### src/rtl/core/bba_pkg.sv
// Buddy allocator package: node status codes, response codes, and the
// command/status structs that join the controller and the datapath.
// Depends on nothing.
package bba_pkg;

  localparam logic [1:0] NS_UNUSED = 2'd0;
  localparam logic [1:0] NS_FREE   = 2'd1;
  localparam logic [1:0] NS_ALLOC  = 2'd2;
  localparam logic [1:0] NS_SPLIT  = 2'd3;

  localparam logic [1:0] RSP_OK      = 2'd0;
  localparam logic [1:0] RSP_NOFIT   = 2'd1;
  localparam logic [1:0] RSP_BADADDR = 2'd2;

  localparam logic CMD_ALLOC = 1'b0;
  localparam logic CMD_FREE  = 1'b1;

  localparam int ADDR_W = 12;

  typedef enum logic [2:0] {
    STEP_HOLD, STEP_SKIP, STEP_LEFT, STEP_DESCEND, STEP_PARENT
  } step_e;

  typedef enum logic [2:0] {
    WS_NODE, WS_RIGHT, WS_BUDDY, WS_PARENT, WS_CLEAR
  } wsel_e;

  typedef enum logic [1:0] {
    RS_ZERO, RS_START, RS_ADDR
  } rsrc_e;

  typedef struct packed {
    logic       load;
    logic       rd_buddy;
    logic       wr_en;
    wsel_e      wr_sel;
    logic [1:0] wr_val;
    step_e      step;
    logic       rsp_valid;
    logic [1:0] rsp_status;
    rsrc_e      rsp_src;
  } dp_cmd_t;

  typedef struct packed {
    logic [1:0] node_st;
    logic       lt_want;
    logic       skip_last;
    logic       at_root;
    logic       addr_match;
    logic       clr_done;
    logic       order_bad;
  } dp_stat_t;

  // Largest L with 2^L <= leaf count, capped at 16 (elaboration only).
  function automatic int tree_levels(int leaf);
    int lv;
    lv = 0;
    for (int i = 0; i < 16; i++) begin
      if ((2 << lv) <= leaf) begin
        lv = lv + 1;
      end
    end
    return lv;
  endfunction

endpackage

### src/rtl/core/bba_ram.sv
// Generic single-write, single-read RAM with registered read data.
// Depends on nothing.
module bba_ram #(
  parameter int WIDTH = 2,
  parameter int DEPTH = 512
) (
  input  logic                     clk_i,
  input  logic                     we_i,
  input  logic [$clog2(DEPTH)-1:0] waddr_i,
  input  logic [WIDTH-1:0]         wdata_i,
  input  logic [$clog2(DEPTH)-1:0] raddr_i,
  output logic [WIDTH-1:0]         rdata_o
);

  logic [WIDTH-1:0] mem_q [DEPTH];

  always_ff @(posedge clk_i) begin
    if (we_i) begin
      mem_q[waddr_i] <= wdata_i;
    end
    rdata_o <= mem_q[raddr_i];
  end

endmodule

### src/rtl/core/bba_datapath.sv
// Buddy allocator datapath: node pointer, request registers, node status
// RAM, clear counter and response registers. Depends on bba_pkg, bba_ram.
module bba_datapath #(
  parameter int LV        = 8,
  parameter int MIN_BYTES = 16,
  parameter int CW        = 12
) (
  input  logic                      clk_i,
  input  logic                      rst_ni,
  input  bba_pkg::dp_cmd_t          cmd_i,
  output bba_pkg::dp_stat_t         stat_o,
  input  logic [3:0]                size_order_i,
  input  logic [bba_pkg::ADDR_W-1:0] block_address_i,
  output logic                      done_o,
  output logic [1:0]                status_o,
  output logic [bba_pkg::ADDR_W-1:0] granted_address_o
);

  localparam int NW = LV + 1;
  localparam int DW = (LV > 0) ? $clog2(LV + 1) : 1;

  logic [NW-1:0] v_q, v_d, clr_q;
  logic [DW-1:0] want_q;
  logic [bba_pkg::ADDR_W-1:0] addr_q;
  logic [NW-1:0] right_v, buddy_v, parent_v, skip_v, waddr, raddr;
  logic [1:0] wdata, rdata;
  logic [CW-1:0] cur_start, right_start, addr_ext;
  logic skip_last;
  logic [4:0] want_full;

  function automatic logic [DW-1:0] depth_of(logic [NW-1:0] v);
    logic [DW-1:0] d;
    d = '0;
    for (int i = 0; i < NW; i++) begin
      if (v[i]) begin
        d = DW'(i);
      end
    end
    return d;
  endfunction

  function automatic logic [CW-1:0] start_of(logic [NW-1:0] v);
    logic [DW-1:0] d;
    logic [NW-1:0] pos;
    logic [31:0] prod;
    d = depth_of(v);
    pos = (v << (LV - int'(d))) - (NW'(1) << LV);
    prod = 32'(pos) * 32'(MIN_BYTES);
    return prod[CW-1:0];
  endfunction

  assign right_v   = (v_q << 1) | NW'(1);
  assign buddy_v   = v_q ^ NW'(1);
  assign parent_v  = v_q >> 1;
  assign cur_start = start_of(v_q);
  assign right_start = start_of(right_v);
  assign addr_ext  = CW'(addr_q);

  // Pre-order successor that skips the subtree below the current node.
  always_comb begin
    logic run;
    logic [4:0] t;
    logic [NW-1:0] up;
    run = 1'b1;
    t = '0;
    for (int i = 0; i < NW; i++) begin
      if (run && v_q[i]) begin
        t = t + 5'd1;
      end else begin
        run = 1'b0;
      end
    end
    up = v_q >> t;
    skip_last = (up == '0);
    skip_v = up | NW'(1);
  end

  always_comb begin
    v_d = v_q;
    if (cmd_i.load) begin
      v_d = NW'(1);
    end else begin
      case (cmd_i.step)
        bba_pkg::STEP_SKIP:    v_d = skip_v;
        bba_pkg::STEP_LEFT:    v_d = v_q << 1;
        bba_pkg::STEP_DESCEND: v_d = (addr_ext >= right_start) ? right_v : (v_q << 1);
        bba_pkg::STEP_PARENT:  v_d = parent_v;
        default:               v_d = v_q;
      endcase
    end
  end

  assign want_full = 5'(LV) - {1'b0, size_order_i};

  always_ff @(posedge clk_i) begin
    v_q <= v_d;
    if (cmd_i.load) begin
      want_q <= want_full[DW-1:0];
      addr_q <= block_address_i;
    end
  end

  always_ff @(posedge clk_i or negedge rst_ni) begin
    if (!rst_ni) begin
      clr_q  <= NW'(1);
      done_o <= 1'b0;
    end else begin
      if (cmd_i.wr_en && cmd_i.wr_sel == bba_pkg::WS_CLEAR && !(&clr_q)) begin
        clr_q <= clr_q + NW'(1);
      end
      done_o <= cmd_i.rsp_valid;
    end
  end

  always_ff @(posedge clk_i) begin
    if (cmd_i.rsp_valid) begin
      status_o <= cmd_i.rsp_status;
      case (cmd_i.rsp_src)
        bba_pkg::RS_START: granted_address_o <= cur_start[bba_pkg::ADDR_W-1:0];
        bba_pkg::RS_ADDR:  granted_address_o <= addr_q;
        default:           granted_address_o <= '0;
      endcase
    end
  end

  always_comb begin
    wdata = cmd_i.wr_val;
    case (cmd_i.wr_sel)
      bba_pkg::WS_RIGHT:  waddr = right_v;
      bba_pkg::WS_BUDDY:  waddr = buddy_v;
      bba_pkg::WS_PARENT: waddr = parent_v;
      bba_pkg::WS_CLEAR: begin
        waddr = clr_q;
        wdata = (clr_q == NW'(1)) ? bba_pkg::NS_FREE : bba_pkg::NS_UNUSED;
      end
      default:            waddr = v_q;
    endcase
  end

  assign raddr = cmd_i.rd_buddy ? buddy_v : v_q;

  bba_ram #(
    .WIDTH(2),
    .DEPTH(1 << NW)
  ) u_ram (
    .clk_i  (clk_i),
    .we_i   (cmd_i.wr_en),
    .waddr_i(waddr),
    .wdata_i(wdata),
    .raddr_i(raddr),
    .rdata_o(rdata)
  );

  assign stat_o.node_st    = rdata;
  assign stat_o.lt_want    = depth_of(v_q) < want_q;
  assign stat_o.skip_last  = skip_last;
  assign stat_o.at_root    = (v_q == NW'(1));
  assign stat_o.addr_match = (cur_start == addr_ext);
  assign stat_o.clr_done   = &clr_q;
  assign stat_o.order_bad  = {1'b0, size_order_i} > 5'(LV);

endmodule

### src/rtl/core/bba_ctrl.sv
// Buddy allocator controller: sequences the clear pass, the search/split of
// an allocation and the lookup/merge of a free. Depends on bba_pkg.
module bba_ctrl (
  input  logic              clk_i,
  input  logic              rst_ni,
  input  logic              start,
  input  logic              cmd_i,
  input  bba_pkg::dp_stat_t stat_i,
  output bba_pkg::dp_cmd_t  cmd_o,
  output logic              busy
);

  localparam logic [3:0] S_CLEAR = 4'd0;
  localparam logic [3:0] S_IDLE  = 4'd1;
  localparam logic [3:0] S_ARD   = 4'd2;
  localparam logic [3:0] S_ACHK  = 4'd3;
  localparam logic [3:0] S_ASPL  = 4'd4;
  localparam logic [3:0] S_ASPL2 = 4'd5;
  localparam logic [3:0] S_FRD   = 4'd6;
  localparam logic [3:0] S_FCHK  = 4'd7;
  localparam logic [3:0] S_FBRD  = 4'd8;
  localparam logic [3:0] S_FBCHK = 4'd9;
  localparam logic [3:0] S_FM2   = 4'd10;
  localparam logic [3:0] S_FM3   = 4'd11;

  logic [3:0] state_q, state_d;

  always_comb begin
    state_d = state_q;
    cmd_o = '{load: 1'b0, rd_buddy: 1'b0, wr_en: 1'b0, wr_sel: bba_pkg::WS_NODE,
              wr_val: bba_pkg::NS_UNUSED, step: bba_pkg::STEP_HOLD, rsp_valid: 1'b0,
              rsp_status: bba_pkg::RSP_OK, rsp_src: bba_pkg::RS_ZERO};
    case (state_q)
      S_CLEAR: begin
        cmd_o.wr_en  = 1'b1;
        cmd_o.wr_sel = bba_pkg::WS_CLEAR;
        if (stat_i.clr_done) state_d = S_IDLE;
      end
      S_IDLE: begin
        if (start) begin
          cmd_o.load = 1'b1;
          if (cmd_i == bba_pkg::CMD_FREE) begin
            state_d = S_FRD;
          end else if (stat_i.order_bad) begin
            cmd_o.rsp_valid  = 1'b1;
            cmd_o.rsp_status = bba_pkg::RSP_NOFIT;
          end else begin
            state_d = S_ARD;
          end
        end
      end
      S_ARD: state_d = S_ACHK;
      S_ACHK: begin
        if (stat_i.node_st == bba_pkg::NS_FREE) begin
          state_d = S_ASPL;
        end else if (stat_i.node_st == bba_pkg::NS_SPLIT && stat_i.lt_want) begin
          cmd_o.step = bba_pkg::STEP_LEFT;
          state_d = S_ARD;
        end else if (stat_i.skip_last) begin
          cmd_o.rsp_valid  = 1'b1;
          cmd_o.rsp_status = bba_pkg::RSP_NOFIT;
          state_d = S_IDLE;
        end else begin
          cmd_o.step = bba_pkg::STEP_SKIP;
          state_d = S_ARD;
        end
      end
      S_ASPL: begin
        cmd_o.wr_en = 1'b1;
        if (stat_i.lt_want) begin
          cmd_o.wr_val = bba_pkg::NS_SPLIT;
          state_d = S_ASPL2;
        end else begin
          cmd_o.wr_val    = bba_pkg::NS_ALLOC;
          cmd_o.rsp_valid = 1'b1;
          cmd_o.rsp_src   = bba_pkg::RS_START;
          state_d = S_IDLE;
        end
      end
      S_ASPL2: begin
        cmd_o.wr_en  = 1'b1;
        cmd_o.wr_sel = bba_pkg::WS_RIGHT;
        cmd_o.wr_val = bba_pkg::NS_FREE;
        cmd_o.step   = bba_pkg::STEP_LEFT;
        state_d = S_ASPL;
      end
      S_FRD: state_d = S_FCHK;
      S_FCHK: begin
        if (stat_i.node_st == bba_pkg::NS_SPLIT) begin
          cmd_o.step = bba_pkg::STEP_DESCEND;
          state_d = S_FRD;
        end else if (stat_i.node_st == bba_pkg::NS_ALLOC && stat_i.addr_match) begin
          cmd_o.wr_en  = 1'b1;
          cmd_o.wr_val = bba_pkg::NS_FREE;
          state_d = S_FBRD;
        end else begin
          cmd_o.rsp_valid  = 1'b1;
          cmd_o.rsp_status = bba_pkg::RSP_BADADDR;
          state_d = S_IDLE;
        end
      end
      S_FBRD: begin
        if (stat_i.at_root) begin
          cmd_o.rsp_valid = 1'b1;
          cmd_o.rsp_src   = bba_pkg::RS_ADDR;
          state_d = S_IDLE;
        end else begin
          cmd_o.rd_buddy = 1'b1;
          state_d = S_FBCHK;
        end
      end
      S_FBCHK: begin
        if (stat_i.node_st == bba_pkg::NS_FREE) begin
          cmd_o.wr_en  = 1'b1;
          cmd_o.wr_val = bba_pkg::NS_UNUSED;
          state_d = S_FM2;
        end else begin
          cmd_o.rsp_valid = 1'b1;
          cmd_o.rsp_src   = bba_pkg::RS_ADDR;
          state_d = S_IDLE;
        end
      end
      S_FM2: begin
        cmd_o.wr_en  = 1'b1;
        cmd_o.wr_sel = bba_pkg::WS_BUDDY;
        cmd_o.wr_val = bba_pkg::NS_UNUSED;
        state_d = S_FM3;
      end
      S_FM3: begin
        cmd_o.wr_en  = 1'b1;
        cmd_o.wr_sel = bba_pkg::WS_PARENT;
        cmd_o.wr_val = bba_pkg::NS_FREE;
        cmd_o.step   = bba_pkg::STEP_PARENT;
        state_d = S_FBRD;
      end
      default: state_d = S_IDLE;
    endcase
  end

  always_ff @(posedge clk_i or negedge rst_ni) begin
    if (!rst_ni) begin
      state_q <= S_CLEAR;
    end else begin
      state_q <= state_d;
    end
  end

  assign busy = (state_q != S_IDLE);

endmodule

### src/rtl/core/buddy_block_allocator_core.sv
// Top level of the binary buddy allocator: controller plus datapath.
// Depends on bba_pkg, bba_ctrl, bba_datapath (and bba_ram below it).
//
// Binary buddy allocator over a region of TOTAL_BYTES bytes cut down to blocks
// of MIN_BLOCK_BYTES. Issue a transaction by raising start while busy is low.
// An allocate (cmd_i = 0) grants the lowest-address free block of
// MIN_BLOCK_BYTES << size_order_i bytes, splitting larger blocks by halves; a
// free (cmd_i = 1) releases the allocated block that starts at block_address_i
// and merges it with free buddies. Exactly one result per transaction comes
// back on status_o / granted_address_o, marked by done_o for a single cycle;
// the receiver cannot stall it, so sample it when done_o is high. status_o is
// 0 on success, 1 when no block fits, 2 when the offset is not an allocated
// block; granted_address_o is 0 on failure. The node tree lives in a RAM of
// 2^(L+1) two-bit entries (L = tree depth, 8 by default) with one write and
// one registered read port, and that port sets the timing. After reset the
// block clears the RAM with busy high. An allocate searches the nodes in
// address order and then splits level by level down to the wanted size; a
// free descends level by level, looks up the block, then merges with free
// buddies one level at a time before it answers. busy drops in the cycle
// done_o rises, so the next transaction may start while a result is shown.
module buddy_block_allocator_core #(
  parameter int TOTAL_BYTES     = 4096,
  parameter int MIN_BLOCK_BYTES = 16
) (
  input  logic        clk_i,
  input  logic        rst_ni,
  input  logic        start,
  output logic        busy,
  input  logic        cmd_i,
  input  logic [3:0]  size_order_i,
  input  logic [11:0] block_address_i,
  output logic        done_o,
  output logic [1:0]  status_o,
  output logic [11:0] granted_address_o
);

  localparam int LEAF_RAW = TOTAL_BYTES / MIN_BLOCK_BYTES;
  localparam int LEAF_CNT = (LEAF_RAW > 0) ? LEAF_RAW : 1;
  localparam int LV       = bba_pkg::tree_levels(LEAF_CNT);
  localparam int AW       = $clog2(TOTAL_BYTES + 1);
  // Node start offsets can exceed 12 bits on larger regions; compare wide.
  localparam int CW       = (AW > bba_pkg::ADDR_W) ? AW : bba_pkg::ADDR_W;

  bba_pkg::dp_cmd_t  dp_cmd;
  bba_pkg::dp_stat_t dp_stat;

  bba_ctrl u_ctrl (
    .clk_i (clk_i),
    .rst_ni(rst_ni),
    .start (start),
    .cmd_i (cmd_i),
    .stat_i(dp_stat),
    .cmd_o (dp_cmd),
    .busy  (busy)
  );

  bba_datapath #(
    .LV       (LV),
    .MIN_BYTES(MIN_BLOCK_BYTES),
    .CW       (CW)
  ) u_dp (
    .clk_i            (clk_i),
    .rst_ni           (rst_ni),
    .cmd_i            (dp_cmd),
    .stat_o           (dp_stat),
    .size_order_i     (size_order_i),
    .block_address_i  (block_address_i),
    .done_o           (done_o),
    .status_o         (status_o),
    .granted_address_o(granted_address_o)
  );

  // A result always lands with the engine back in idle.
  a_done_idle: assert property (@(posedge clk_i) disable iff (!rst_ni)
    done_o |-> !busy) else $error("result shown while busy");

  // An accepted transaction always makes the engine busy or answers at
  // once (oversized order).
  a_accept_busy: assert property (@(posedge clk_i) disable iff (!rst_ni)
    (start && !busy) |=> (busy || done_o)) else $error("accept lost");

  // Failures report a zero offset.
  a_fail_zero: assert property (@(posedge clk_i) disable iff (!rst_ni)
    (done_o && status_o != bba_pkg::RSP_OK) |-> (granted_address_o == '0))
    else $error("nonzero offset on failure");

  // Only the three defined status codes appear.
  a_status_code: assert property (@(posedge clk_i) disable iff (!rst_ni)
    done_o |-> (status_o == bba_pkg::RSP_OK || status_o == bba_pkg::RSP_NOFIT ||
                status_o == bba_pkg::RSP_BADADDR)) else $error("bad status");

endmodule

### config.mk
export PLATFORM = sky130hd
export DESIGN_NAME = buddy_block_allocator_core
export DESIGN_NICKNAME = d
export VERILOG_FILES = /design/src/rtl/core/bba_pkg.sv /design/src/rtl/core/bba_ram.sv /design/src/rtl/core/bba_datapath.sv /design/src/rtl/core/bba_ctrl.sv /design/src/rtl/core/buddy_block_allocator_core.sv
export SDC_FILE = /design/constraint.sdc
export NUM_CORES = 1
export LEC_CHECK = 0
export ABC_AREA = 1
export CAP_MARGIN = 20
export CORE_MARGIN = 10
export CORE_UTILIZATION = 55
export CTS_BUF_LIST = sky130_fd_sc_hd__clkbuf_4 sky130_fd_sc_hd__clkbuf_8 sky130_fd_sc_hd__clkbuf_16
export DETAILED_ROUTE_END_ITERATION = 6
export DONT_BUFFER_PORTS = 1
export PLACE_DENSITY = 0.73
export SYNTH_ARGS = -nofsm -noshare
export SYNTH_HDL_FRONTEND = slang
export SYNTH_HIERARCHICAL = 1
export SYNTH_SLANG_ARGS = --single-unit
export TNS_END_PERCENT = 1
### constraint.sdc
create_clock -name clk_i -period 34.6 [get_ports clk_i]
set_input_delay 1.73 -clock clk_i [delete_from_list [all_inputs] [get_ports clk_i]]
set_output_delay 1.73 -clock clk_i [all_outputs]
set_load 0.005 [all_outputs]
==> flow_metrics.tcl <==
set metrics [dict create \
    outcome "finished clean" \
    period_needed_ps 7990 \
    ys_types 51 \
    ant_nets 0 \
    final_max_slew_viol_count 0 \
    cts_resized 0 \
    async_flop_share_pct 1.30 \
    cts_max_level 3 \
    num_rows 109 \
    drc 0 \
    yosysMostFrequentCell "nand2_1" \
    synth_top_area_share_pct 64.8 \
    setup_viol 0 \
    grt_max_degree 268 \
    grt_overflow 0 \
    wl_mm 123 \
    dp.cells 5654 \
    cp.arrival_ps 8540 \
    clkTransAtPathRegs_ps 60 \
    switching_share_pct 37.6 \
    total_leakage_power_nw 18.7 \
    cp-end-kind "flop" \
    p_int_mw 2.61 \
    synth_top_flop_cell "edfxtp_1" \
    synth.area.top_cells "edfxtp_1, nand3_1, nand2_1" \
    path_class "flop to flop" \
    pin_count 36 \
    dieArea_um2 101000 \
    finalClockSkew_ps 18.9 \
    rr_worst_depth 42 \
    placed_cell_area_um2 49000 \
    gp_congestion 0.865 \
    cts_tree "done" \
    netlist_area_um2 48800 \
    first_global_vias 33800 \
    synthCells 4760 \
    seq_power_share_pct 38.3 \
    vias 34847 \
    track_usage_pct 23.6 \
    combPwrFrac_pct 33.2 \
    path_common_cell "nand2_1" \
    startpoint_type "flop" \
    port_buffers 0 \
    max_stage_delay_ps 900 \
    power.switching_mw 1.57 \
    clockBufferDepth 3 \
    drive_gt1_share_pct 6.12 \
    rsz0062_at_grt "no" \
    cp_max_fo 74 \
    yosys_warnings 6 \
    period_share_pct 23.1 \
    dieWidth_um 318 \
    num_antenna_cells 0 \
    yosysSeqAreaShare_pct 66.0 \
    initial_core_util_pct 55.3 \
    whs_path_depth 1 \
    vias_per_cell 5.95 \
    ys_ff_latch 1079 \
    drv_cap 0 \
    relSlewSlack_pct 4.58 \
    cts_sinks 1079 \
    hp-class "flop to flop" \
    powerDensity_nw_per_um2 79.3 \
    fin_cells 5855 \
    synth_edf_count 1054 \
    final_nets 4644 \
    power_frac_clock_pct 28.5 \
    synth_fp_nets 4806 \
    design_area_um2 52600 \
    synth_top_area_cell "edfxtp_1" \
    dp_hpwl_mm 64.6 \
    irDropWorstVdd_mv 0.0713 \
    post_cts_buffers 0 \
    ys_top_cells_by_count "nand2_1, nand3_1, edfxtp_1" \
    max_freq_ghz 0.125 \
    area_delta_synth_final_pct 7.84 \
    tightest_slew_ps 1430 \
    grt_pass1_wl_mm 189 \
    fp.dieH_um 318 \
    worstPathRequired_ps 35150 \
    wl_per_cell_um 21.0 \
    coreArea_um2 88200 \
    syn_area_per_cell_um2 10.3 \
    fin_tns_setup_ps 0 \
    drt_pass1_iterations 6 \
    clk_latency_ps 670 \
    drt_iter0_drc 4447 \
    cts_buffers 107 \
    finalHoldViolCount 0 \
    cp_slowest_cell "buf_4" \
    antenna_found_initial 1 \
    cts_root_buffer "clkbuf_16" \
    cts_hold_buf 0 \
]
[state kept, by name, summed over array words and instances, names as in the netlist]
signal	flops
u_dp/done_o	1
u_dp/v_q	9
u_dp/granted_address_o	12
u_dp/u_ram/mem_q	1024
u_ctrl/state_q	4
u_dp/u_ram/rdata_o	2
u_dp/status_o	2
u_dp/want_q	4
u_dp/clr_q	9
u_dp/addr_q	12
[cells in the final DEF, fill, tap and decap left out, types with 29 or more instances in the layout]
cell type     n
a21oi_1      37
buf_4        46
clkbuf_16   108
clkinv_1     40
edfxtp_1   1054
inv_1       139
nand2_1    1299
nand2_2      29
nand3_1    1069
nor2_1      568
o21ai_0      50
[worst max-delay path: cells and delay by family (launching register included)]
kind	cells	cell delay, ps
and+or+nand+nor	23	2780
AOI/OAI and AO/OA	3	550
adders and majority gates	7	1940
DFF	1	830
buffers and inverters	9	1720
[worst paths after layout]
kind | endpoint | start | slack, ps
max | u_dp/v_q[4] | u_dp/v_q[1] | 26610
min | u_dp/clr_q[6] | u_dp/clr_q[6] | 470
max reg2reg | u_dp/v_q[4] | u_dp/v_q[1] | 26610
min reg2reg | u_dp/clr_q[6] | u_dp/clr_q[6] | 470
max in group asynchronous | u_dp/clr_q[0] | rst_ni | 33670
min in group asynchronous | u_dp/clr_q[7] | rst_ni | 750
[metal layers]
layer / up-vias / global-route usage, % / wire length, um
met3: 265 / 3.89 / 11800
li1: 16108 / - / -
met1: 16757 / 30.4 / 47600
met5: - / 0 / 18
met4: 2 / 8.72 / 4090
met2: 1715 / 39.8 / 59700
[stage by stage]
step	worst slack, ps	utilization (%)	hold WS (ps)	total power [mW]
after CTS	26710	59.7	474	4.16
after detailed placement	26740	55.6	458	2.98
after global placement	26880	55.5	458	2.96
final	26610	59.7	468	4.18
after global routing	25880	59.7	490	4.37
after floorplan	14720	-	442	2.65
[power groups by stage]
stage          combinational, mW  clock (mW)  sequential [mW]
3_5_place_dp                1.36           0             1.62
5_1_grt                     1.51        1.25             1.60
3_3_place_gp                1.33           0             1.62
2_1_floorplan              0.969           0             1.68
6_report                    1.39        1.19             1.60
4_1_cts                     1.37        1.20             1.60
[kinds of logic after synthesis]
logic type	count (synthesis)	synth area share, %
DFF	1079	66.0
xor gates and xnor gates	15	0.284
buffers and inverters	476	4.92
adders and majority gates	26	0.666
and+or+nand+nor	3031	26.5
muxes	1	0.0205
AOI/OAI and AO/OA	132	1.59
[area by class of cell]
type	count	area [um2]
multi-input combinational	3205	14300
sequential	1079	32200
fill	7110	35600
tap	1165	1460
timing repair buffer	50	433
inverter	155	608
clock buffer	126	2840
clock inverter	75	782
Note: power is estimated with default switching activity, not from simulation.
